**config.mk**
```make
export PLATFORM = sky130hd
export DESIGN_NAME = timer_counter_8bit_pwm_unit_flat
export DESIGN_NICKNAME = d
export VERILOG_FILES = /design/src/tcp_pkg.sv /design/src/tcp_stream_if.sv /design/src/tcp_prescaler.sv /design/src/tcp_core.sv /design/src/timer_counter_8bit_pwm_unit.sv /design/src/flat_wrapper.sv
export SDC_FILE = /design/constraint.sdc
export NUM_CORES = 1
export LEC_CHECK = 0
export BUFFER_PORTS_ARGS = -buffer_cell sky130_fd_sc_hd__buf_2
export CORE_MARGIN = 8
export CORE_UTILIZATION = 55
export CTS_CLUSTER_SIZE = 28
export DETAILED_ROUTE_END_ITERATION = 8
export HOLD_SLACK_MARGIN = 0.06
export PLACE_DENSITY = 0.86
export SLEW_MARGIN = 40
export SYNTH_ARGS = -nofsm -noshare
export SYNTH_HDL_FRONTEND = slang
export SYNTH_SLANG_ARGS = --single-unit
```
**constraint.sdc**
```tcl
create_clock -name clk_i -period 2.65 [get_ports clk_i]
set_input_delay 0.265 -clock clk_i [delete_from_list [all_inputs] [get_ports clk_i]]
set_output_delay 0.265 -clock clk_i [all_outputs]
set_load 0.02 [all_outputs]
```
**src/tcp_pkg.sv**
```systemverilog
// Shared types, codes and constants of the 8-bit timer/counter with PWM.
package tcp_pkg;

  localparam int unsigned CountW    = 8;
  localparam int unsigned PrescaleW = 10;
  localparam int unsigned CfgIdxW   = 3;
  localparam int unsigned CfgDataW  = 3;

  localparam logic [CountW-1:0] CountTop    = 8'hFF;
  localparam logic [CountW-1:0] CountBottom = 8'h00;
  localparam logic [CountW-1:0] CountTurn   = 8'hFE;
  localparam logic [CountW-1:0] CountOne    = 8'h01;

  typedef enum logic [2:0] {
    OP_TICK    = 3'd0,
    OP_WR_CNT  = 3'd1,
    OP_WR_CMP  = 3'd2,
    OP_CLR_OVF = 3'd3,
    OP_CLR_CMP = 3'd4
  } op_e;

  typedef enum logic [1:0] {
    MODE_NORMAL    = 2'd0,
    MODE_CTC       = 2'd1,
    MODE_FAST_PWM  = 2'd2,
    MODE_PHASE_PWM = 2'd3
  } wave_mode_e;

  typedef enum logic [1:0] {
    ACT_OFF    = 2'd0,
    ACT_TOGGLE = 2'd1,
    ACT_CLEAR  = 2'd2,
    ACT_SET    = 2'd3
  } out_action_e;

  typedef enum logic [CfgIdxW-1:0] {
    CFG_WAVE_MODE = 3'd0,
    CFG_OUT_ACT   = 3'd1,
    CFG_CLK_SEL   = 3'd2,
    CFG_OVF_IE    = 3'd3,
    CFG_CMP_IE    = 3'd4
  } cfg_idx_e;

  typedef struct packed {
    wave_mode_e  mode;
    out_action_e action;
    logic [2:0]  clk_sel;
    logic        ovf_ie;
    logic        cmp_ie;
  } tcp_cfg_t;

  typedef struct packed {
    logic [2:0]        operation;
    logic [CountW-1:0] write_value;
  } in_word_t;

  typedef struct packed {
    logic [CountW-1:0] count_value;
    logic              wave_pin;
    logic              overflow_flag;
    logic              compare_flag;
    logic              irq_request;
  } out_word_t;

  // Low prescaler bits that must be zero for a timer clock, per clock select.
  function automatic logic [PrescaleW-1:0] prescale_mask(input logic [2:0] clk_sel);
    logic [PrescaleW-1:0] m;
    case (clk_sel)
      3'd2:    m = 10'h007;
      3'd3:    m = 10'h01F;
      3'd4:    m = 10'h03F;
      3'd5:    m = 10'h07F;
      3'd6:    m = 10'h0FF;
      3'd7:    m = 10'h3FF;
      default: m = 10'h000;
    endcase
    return m;
  endfunction

endpackage

```
**src/tcp_stream_if.sv**
```systemverilog
// Valid/ready channel that carries one word of a given payload type.
interface tcp_stream_if #(
  parameter type payload_t = logic
) ();
  logic     valid;
  logic     ready;
  payload_t data;

  modport source (output valid, output data, input ready);
  modport sink   (input valid, input data, output ready);
endinterface

```
**src/tcp_prescaler.sv**
```systemverilog
// Prescaler counter that turns accepted ticks into timer clock enables.
module tcp_prescaler import tcp_pkg::*; (
  input  logic       clk_i,
  input  logic       rst_ni,
  input  logic       tick_i,
  input  logic [2:0] clk_sel_i,
  output logic       timer_clk_o
);

  logic [PrescaleW-1:0] count_q, count_d;

  assign count_d     = count_q + PrescaleW'(1);
  assign timer_clk_o = tick_i && ((count_d & prescale_mask(clk_sel_i)) == '0);

  always_ff @(posedge clk_i or negedge rst_ni) begin
    if (!rst_ni) begin
      count_q <= '0;
    end else if (tick_i) begin
      count_q <= count_d;
    end
  end

endmodule

```
**src/tcp_core.sv**
```systemverilog
// Counter, compare unit, waveform generator and sticky flags of the timer.
module tcp_core import tcp_pkg::*; (
  input  logic        clk_i,
  input  logic        rst_ni,
  input  logic        step_i,
  input  in_word_t    word_i,
  input  logic        timer_clk_i,
  input  tcp_cfg_t    cfg_i,
  output out_word_t   result_o
);

  logic [CountW-1:0] cnt_q, cnt_d;
  logic              dir_q, dir_d;
  logic [CountW-1:0] act_q, act_d;
  logic [CountW-1:0] buf_q, buf_d;
  logic              pin_q, pin_d;
  logic              ovf_q, ovf_d;
  logic              cmp_q, cmp_d;
  logic              pin_off;

  always_comb begin
    cnt_d = cnt_q;
    dir_d = dir_q;
    act_d = act_q;
    buf_d = buf_q;
    pin_d = pin_q;
    ovf_d = ovf_q;
    cmp_d = cmp_q;
    case (word_i.operation)
      OP_TICK: begin
        if (timer_clk_i) begin
          if (cfg_i.mode == MODE_NORMAL || cfg_i.mode == MODE_CTC) begin
            act_d = buf_q;
            dir_d = 1'b0;
            if (cfg_i.mode == MODE_CTC && cnt_q == buf_q) begin
              cnt_d = CountBottom;
            end else begin
              cnt_d = cnt_q + CountOne;
            end
            if (cnt_q == CountTop) ovf_d = 1'b1;
            if (cnt_d == act_d) begin
              cmp_d = 1'b1;
              case (cfg_i.action)
                ACT_TOGGLE: pin_d = ~pin_q;
                ACT_CLEAR:  pin_d = 1'b0;
                ACT_SET:    pin_d = 1'b1;
                default:    pin_d = pin_q;
              endcase
            end
          end else if (cfg_i.mode == MODE_FAST_PWM) begin
            dir_d = 1'b0;
            cnt_d = cnt_q + CountOne;
            // Bottom action first; a match at bottom then overrides it.
            if (cnt_d == CountBottom) begin
              ovf_d = 1'b1;
              if (cfg_i.action == ACT_CLEAR) pin_d = 1'b1;
              else if (cfg_i.action == ACT_SET) pin_d = 1'b0;
            end
            if (cnt_d == CountTop) act_d = buf_q;
            if (cnt_d == act_d) begin
              cmp_d = 1'b1;
              if (cnt_d != CountTop) begin
                if (cfg_i.action == ACT_CLEAR) pin_d = 1'b0;
                else if (cfg_i.action == ACT_SET) pin_d = 1'b1;
              end
            end
          end else begin
            if (!dir_q) begin
              if (cnt_q == CountTop) begin
                dir_d = 1'b1;
                cnt_d = CountTurn;
              end else begin
                cnt_d = cnt_q + CountOne;
              end
            end else begin
              if (cnt_q == CountBottom) begin
                dir_d = 1'b0;
                cnt_d = CountOne;
              end else begin
                cnt_d = cnt_q - CountOne;
              end
            end
            if (cnt_d == CountTop) begin
              dir_d = 1'b1;
              act_d = buf_q;
            end
            if (cnt_d == CountBottom) begin
              dir_d = 1'b0;
              ovf_d = 1'b1;
            end
            // The new direction picks the action, so top and bottom behave right.
            if (cnt_d == act_d) begin
              cmp_d = 1'b1;
              if (cfg_i.action == ACT_CLEAR) pin_d = dir_d;
              else if (cfg_i.action == ACT_SET) pin_d = ~dir_d;
            end
          end
        end
      end
      OP_WR_CNT: cnt_d = word_i.write_value;
      OP_WR_CMP: begin
        buf_d = word_i.write_value;
        if (cfg_i.mode == MODE_NORMAL || cfg_i.mode == MODE_CTC) begin
          act_d = word_i.write_value;
        end
      end
      OP_CLR_OVF: ovf_d = 1'b0;
      OP_CLR_CMP: cmp_d = 1'b0;
      default: ;
    endcase
  end

  assign pin_off = (cfg_i.action == ACT_OFF) ||
                   ((cfg_i.mode == MODE_FAST_PWM || cfg_i.mode == MODE_PHASE_PWM) &&
                    cfg_i.action == ACT_TOGGLE);

  always_comb begin
    result_o.count_value   = cnt_d;
    result_o.wave_pin      = pin_off ? 1'b0 : pin_d;
    result_o.overflow_flag = ovf_d;
    result_o.compare_flag  = cmp_d;
    result_o.irq_request   = (ovf_d & cfg_i.ovf_ie) | (cmp_d & cfg_i.cmp_ie);
  end

  always_ff @(posedge clk_i or negedge rst_ni) begin
    if (!rst_ni) begin
      cnt_q <= '0;
      dir_q <= 1'b0;
      act_q <= '0;
      buf_q <= '0;
      pin_q <= 1'b0;
      ovf_q <= 1'b0;
      cmp_q <= 1'b0;
    end else if (step_i) begin
      cnt_q <= cnt_d;
      dir_q <= dir_d;
      act_q <= act_d;
      buf_q <= buf_d;
      pin_q <= pin_d;
      ovf_q <= ovf_d;
      cmp_q <= cmp_d;
    end
  end

  a_dir_up_outside_phase: assert property (@(posedge clk_i) disable iff (!rst_ni)
    step_i && timer_clk_i && word_i.operation == OP_TICK &&
    cfg_i.mode != MODE_PHASE_PWM |=> !dir_q)
    else $error("direction bit set outside phase-correct mode");

  a_ovf_clear: assert property (@(posedge clk_i) disable iff (!rst_ni)
    step_i && word_i.operation == OP_CLR_OVF |=> !ovf_q)
    else $error("overflow flag not cleared");

  a_cmp_clear: assert property (@(posedge clk_i) disable iff (!rst_ni)
    step_i && word_i.operation == OP_CLR_CMP |=> !cmp_q)
    else $error("compare flag not cleared");

  a_cmp_direct: assert property (@(posedge clk_i) disable iff (!rst_ni)
    step_i && word_i.operation == OP_WR_CMP &&
    (cfg_i.mode == MODE_NORMAL || cfg_i.mode == MODE_CTC) |=> act_q == buf_q)
    else $error("compare write not applied at once in non-PWM mode");

endmodule

```
**src/timer_counter_8bit_pwm_unit.sv**
```systemverilog
// Top level of the 8-bit timer/counter with prescaler, compare unit and PWM output.
// Every accepted word (a tick, a counter or compare write, or a flag clear) gives
// one result word in the next cycle. A new word is taken in every cycle while the
// result side keeps up: the whole step is one pass of compare-and-increment logic
// into the single result register. While a result waits in that register the input
// is held off, so a stalled receiver stalls the sender after one word.
// Configuration writes land in the cycle after cfg_we_i and are meant for idle periods.
module timer_counter_8bit_pwm_unit import tcp_pkg::*; (
  input  logic                clk_i,
  input  logic                rst_ni,
  input  logic                cfg_we_i,
  input  logic [CfgIdxW-1:0]  cfg_idx_i,
  input  logic [CfgDataW-1:0] cfg_data_i,
  tcp_stream_if.sink          in_i,
  tcp_stream_if.source        out_o
);

  tcp_cfg_t  cfg_q;
  out_word_t result;
  out_word_t res_q;
  logic      res_vld_q;
  logic      step;
  logic      tick;
  logic      timer_clk;
  in_word_t  word;

  assign word        = in_i.data;
  assign in_i.ready  = !res_vld_q || out_o.ready;
  assign step        = in_i.valid && in_i.ready;
  assign tick        = step && (word.operation == OP_TICK) && (cfg_q.clk_sel != 3'd0);
  assign out_o.valid = res_vld_q;
  assign out_o.data  = res_q;

  always_ff @(posedge clk_i or negedge rst_ni) begin
    if (!rst_ni) begin
      cfg_q <= '{mode: MODE_NORMAL, action: ACT_OFF, clk_sel: 3'd0,
                 ovf_ie: 1'b0, cmp_ie: 1'b0};
    end else if (cfg_we_i) begin
      unique case (cfg_idx_i)
        CFG_WAVE_MODE: cfg_q.mode    <= wave_mode_e'(cfg_data_i[1:0]);
        CFG_OUT_ACT:   cfg_q.action  <= out_action_e'(cfg_data_i[1:0]);
        CFG_CLK_SEL:   cfg_q.clk_sel <= cfg_data_i;
        CFG_OVF_IE:    cfg_q.ovf_ie  <= cfg_data_i[0];
        CFG_CMP_IE:    cfg_q.cmp_ie  <= cfg_data_i[0];
        default: ;
      endcase
    end
  end

  tcp_prescaler u_prescaler (
    .clk_i       (clk_i),
    .rst_ni      (rst_ni),
    .tick_i      (tick),
    .clk_sel_i   (cfg_q.clk_sel),
    .timer_clk_o (timer_clk)
  );

  tcp_core u_core (
    .clk_i       (clk_i),
    .rst_ni      (rst_ni),
    .step_i      (step),
    .word_i      (word),
    .timer_clk_i (timer_clk),
    .cfg_i       (cfg_q),
    .result_o    (result)
  );

  always_ff @(posedge clk_i or negedge rst_ni) begin
    if (!rst_ni) begin
      res_vld_q <= 1'b0;
    end else if (in_i.ready) begin
      res_vld_q <= in_i.valid;
    end
  end

  always_ff @(posedge clk_i) begin
    if (step) begin
      res_q <= result;
    end
  end

endmodule
```
**src/flat_wrapper.sv**
```systemverilog
// flat-port wrapper written by rule: the top's interface ports become plain ports
module timer_counter_8bit_pwm_unit_flat import tcp_pkg::*;
  (clk_i, rst_ni, cfg_we_i, cfg_idx_i, cfg_data_i, in_i_valid, in_i_data, in_i_ready, out_o_valid, out_o_data, out_o_ready);
  tcp_stream_if in_i_i ();
  tcp_stream_if out_o_i ();
  input  logic clk_i;
  input  logic rst_ni;
  input  logic cfg_we_i;
  input  logic [CfgIdxW-1:0] cfg_idx_i;
  input  logic [CfgDataW-1:0] cfg_data_i;
  input wire logic [$bits(in_i_i.valid)-1:0] in_i_valid;
  input wire logic [$bits(in_i_i.data)-1:0] in_i_data;
  output wire logic [$bits(in_i_i.ready)-1:0] in_i_ready;
  output wire logic [$bits(out_o_i.valid)-1:0] out_o_valid;
  output wire logic [$bits(out_o_i.data)-1:0] out_o_data;
  input wire logic [$bits(out_o_i.ready)-1:0] out_o_ready;
  assign in_i_i.valid = in_i_valid;
  assign in_i_i.data = in_i_data;
  assign in_i_ready = in_i_i.ready;
  assign out_o_valid = out_o_i.valid;
  assign out_o_data = out_o_i.data;
  assign out_o_i.ready = out_o_ready;
  timer_counter_8bit_pwm_unit u_core (.clk_i(clk_i), .rst_ni(rst_ni), .cfg_we_i(cfg_we_i), .cfg_idx_i(cfg_idx_i), .cfg_data_i(cfg_data_i), .in_i(in_i_i), .out_o(out_o_i));
endmodule
```
==> impl_summary.txt <==
----------------------------------------------------
[Worst setup path]
  Highest fanout seen on the critical path ... 3
  Endpoint required time on the critical path ... 2.71 ns
  Category of the most critical setup path ... register to register
  Critical path launch point type ... register
  Worst reg-to-reg path cell count ... 8
  Arrival time of data at the critical path endpoint ... between 2 and 3 ns
  Type of element capturing the critical path ... register

[CTS]
  Root cell of the clock tree ... sky130_fd_sc_hd__clkbuf_8
  Number of buffers added by the clock tree synthesis step ... 5
  Clock tree from TritonCTS ... done
  Clock net sink count ... 38
  Max Buffers Root-to-Sink ... 2
  Clock transition at path regs ... approximately 0.090 ns
  Insertion delay to the later sink of the worst-skew pair ... about 0.30 ns
  Number of levels the H-tree was split into ... 2

[Die]
  Initial Utilization ... a little under three fifths
  Area of the placeable core ... roughly 5000 um^2
  Number of primary I/O pins ... 15
  Die outline area ... 7830 um^2
  Number of core rows ... 26
  Die Span X ... just under 90 um
  Die Height ... between 80 and 90 um

[Synth]
  Top area cells in the synthesized netlist ... sky130_fd_sc_hd__dfrtp_1 (32%), sky130_fd_sc_hd__xnor2_1 (5.5%), sky130_fd_sc_hd__mux2_2 (3.5%), sky130_fd_sc_hd__nand2_1 (3.5%), sky130_fd_sc_hd__nor2_1 (3.0%)
  Top_reg_cell synth ... sky130_fd_sc_hd__dfrtp_1
  Sequential element share of the synthesized area ... ~33%
  Gate count after technology mapping ... between 300 and 400
  Number of flip-flops and latches in the synthesized netlist ... 38
  Netlist Area Pre-Place ... roughly 2900 um^2
  Synthesized Nets ... between 300 and 400
  Number of synthesis warnings ... 0
  Cell accounting for the most synthesized area ... sky130_fd_sc_hd__dfrtp_1
  Count of different cell masters after synthesis ... 71
  Fraction of synthesized cell area taken by the top area cell type ... about a third
  EDFF count, synth ... 1
  Share of synthesized flip-flops with an asynchronous set or reset ... a little over nine tenths
  Average instance area after synthesis ... roughly 8.7 um^2

[Run status]
  Violations in the final reports ... setup timing
  Run status ... finished with violations

[Cells and area]
  Layout overhead on the synthesized area ... 30.6%
  Register cell area after layout ... 957 um^2
  Antenna cells ... 0
  Post-route standard cell area excluding fillers ... approximately 3800 um^2
  Top library cells by usage in the layout, fill and taps aside ... sky130_fd_sc_hd__buf_4 (69), sky130_fd_sc_hd__dfrtp_1 (36), sky130_fd_sc_hd__nand2_1 (27)
  Most common cell after layout, fill and taps aside ... sky130_fd_sc_hd__buf_4
  Fraction of layout instances using a drive strength above 1 ... between 30% and 40%
  Area taken by multi-input logic gates ... a little under 2000 um^2
  Final-stage net count ... approximately 420
  Fill cell count ... roughly 370

[Hold path]
  Worst hold path class ... input port to register
  Number of instances on the worst hold path ... 2

[Global route]
  Wire length of the first global-routing pass ... approximately 14 mm
  Number of antenna violations at the first check in global routing ... 0
  Maximum number of pins on one net before global-route repair ... 38
  Grt ovf ... 0
  Vias in the first global route ... roughly 3000
  Total GRT Usage ... about a quarter

[STA]
  Pin slew with the least headroom to its limit ... about 0.63 ns
  Achievable Freq ... about 360 MHz
  Tmin final ... roughly 2.8 ns
  Hold Slack ... 0.173 ns
  Count of final hold-check violations ... 0
  Post-layout worst setup margin ... -0.132 ns
  Final setup violating endpoints ... 1
  Ratio of final minimum period to clock period ... 105%
  Slew HR ... around 58%
  Max-slew violation count ... 0
  Clock skew after layout ... between 0.015 and 0.02 ns
  Setup repair after global routing missed its margin ... true

[Placed design]
  Post-placement cell area ... between 3000 and 4000 um^2
  Half-perimeter wire length after detailed placement ... between 6 and 7 mm
  Count of port buffers added during placement ... 13
  RD Place Congestion ... between 0.9 and 1

[Route]
  Routed WL ... 9.18 mm
  Via total after detailed routing ... approximately 3000
  Initial detailed-routing violation count ... between 300 and 400
  Total iterations of the first detailed-routing run ... 5
  Routed wirelength normalized by instance count ... between 15 and 20 um
  DRC errors left ... 0
  Post-route antenna net violation count ... 0
  Vias per cell ... about 6.4

[Pwr]
  Total power after layout ... approximately 3900 uW
  Leak Pwr ... approximately 0.0016 uW
  Power per Cell Area ... 1030 nW/um^2
  Peak supply drop ... between 0.6 and 0.7 mV

[Flow run]
  Max Cap Viol ... 0

----------------------------------------------------
[cell families after synthesis]
logic type	count (synthesis)	share of synthesized area [%]
simple gates	133	26.2
compound gates	85	20.8
flops	38	33.1
buf+inv	31	4.67
xor+xnor	28	8.96
mux	11	4.20
fa+ha+maj	5	2.16
[where the power goes]
group	switching, uW	internal, uW
Sequential	205	719
Clock	221	277
Combinational	1340	1140
[flip-flops by register name, summed over array words and instances (netlist names), 7 cells and up]
name                        cells
u_core.u_core.cnt_q             8
u_core.cfg_q                    7
u_core.u_prescaler.count_q     10
u_core.u_core.act_q             8
[metrics by stage]
step / setup WS (ns) / setup TNS, ns / cells / utilization, %
3_3_place_gp: -0.0821 / -0.329 / 457 / 67.2
2_1_floorplan: 0.00737 / 0 / 331 / -
5_1_grt: -0.270 / -1.09 / 473 / 73.9
3_5_place_dp: -0.122 / -0.932 / 457 / 67.2
6_report: -0.132 / -0.132 / 473 / 73.9
4_1_cts: -0.0898 / -0.324 / 469 / 70.9
[synthesized netlist by cell type, types with 2 or more instances]
| library cell | n |
|---|---|
| sky130_fd_sc_hd__a2111oi_0 | 2 |
| sky130_fd_sc_hd__a211oi_1 | 3 |
| sky130_fd_sc_hd__a21oi_1 | 15 |
| sky130_fd_sc_hd__a22o_1 | 3 |
| sky130_fd_sc_hd__a22oi_1 | 2 |
| sky130_fd_sc_hd__a31oi_1 | 5 |
| sky130_fd_sc_hd__and2_1 | 12 |
| sky130_fd_sc_hd__and3_1 | 5 |
| sky130_fd_sc_hd__and4b_1 | 2 |
| sky130_fd_sc_hd__buf_2 | 9 |
| sky130_fd_sc_hd__clkbuf_1 | 9 |
| sky130_fd_sc_hd__dfrtp_1 | 37 |
| sky130_fd_sc_hd__ha_1 | 5 |
| sky130_fd_sc_hd__inv_1 | 11 |
| sky130_fd_sc_hd__mux2_2 | 9 |
| sky130_fd_sc_hd__mux2i_1 | 2 |
| sky130_fd_sc_hd__nand2_1 | 27 |
| sky130_fd_sc_hd__nand2b_1 | 4 |
| sky130_fd_sc_hd__nand3_1 | 13 |
| sky130_fd_sc_hd__nand4_1 | 9 |
| sky130_fd_sc_hd__nand4bb_1 | 2 |
| sky130_fd_sc_hd__nor2_1 | 23 |
| sky130_fd_sc_hd__nor3_1 | 11 |
| sky130_fd_sc_hd__nor4_1 | 6 |
| sky130_fd_sc_hd__nor4bb_1 | 2 |
| sky130_fd_sc_hd__o21a_1 | 2 |
| sky130_fd_sc_hd__o21ai_0 | 17 |
| sky130_fd_sc_hd__o21bai_1 | 2 |
| sky130_fd_sc_hd__o22ai_1 | 6 |
| sky130_fd_sc_hd__o311ai_0 | 3 |
| sky130_fd_sc_hd__o31a_1 | 3 |
| sky130_fd_sc_hd__o32ai_1 | 2 |
| sky130_fd_sc_hd__or3_1 | 4 |
| sky130_fd_sc_hd__or4_1 | 2 |
| sky130_fd_sc_hd__xnor2_1 | 18 |
| sky130_fd_sc_hd__xor2_1 | 9 |
[critical path, stage by stage, from the launching register on]
cell and delay, ns:
sky130_fd_sc_hd__dfrtp_1 0.43, sky130_fd_sc_hd__or4_4 0.54, sky130_fd_sc_hd__or3_1 0.33, sky130_fd_sc_hd__a211oi_2 0.27, sky130_fd_sc_hd__o21bai_1 0.14, sky130_fd_sc_hd__nor4_2 0.21
sky130_fd_sc_hd__o32a_1 0.27, sky130_fd_sc_hd__o41ai_4 0.11, sky130_fd_sc_hd__a22o_1 0.24
[worst paths after layout]
check | start | slack [ns] | to
setup / recovery | u_core.u_core.cnt_q[3] | -0.13 | u_core.out_o.data
hold / removal | in_i_valid | 0.17 | u_core.out_o.valid
setup reg to reg | u_core.u_core.cnt_q[3] | -0.13 | u_core.out_o.data
hold reg to reg | u_core.u_core.cmp_q | 0.50 | u_core.u_core.cmp_q
max in group asynchronous | rst_ni | 1.80 | u_core.u_core.cnt_q[1]
min in group asynchronous | rst_ni | 0.48 | u_core.u_core.cnt_q[4]
[layout make-up]
cell class / count / area share, %
Inverter: 12 / 1.19
Clock buffer: 5 / 1.82
Multi-Input combinational cell: 262 / 52.4
Clock inverter: 3 / 1.06
Sequential cell: 38 / 25.3
Timing Repair Buffer: 83 / 15.9
Tap cell: 70 / 2.32
[repair_timing]
item / 4_1_cts / 5_1_grt
setup buffers: 4 / 4
hold buffers: 0 / 1
endpoints found under the setup margin: 9 / 15
pin swaps: 3 / 10
endpoints found under the hold margin: 0 / 37
cloned: 0 / 0
resized for setup: 11 / 28
[metal layers]
layer	track usage (%)	part of all wire, %
met1	27.7	40
met2	41.7	50
met3	4.36	6.2
met4	10.6	4.1
met5	0	0
Power figures use the tool's default switching activity.
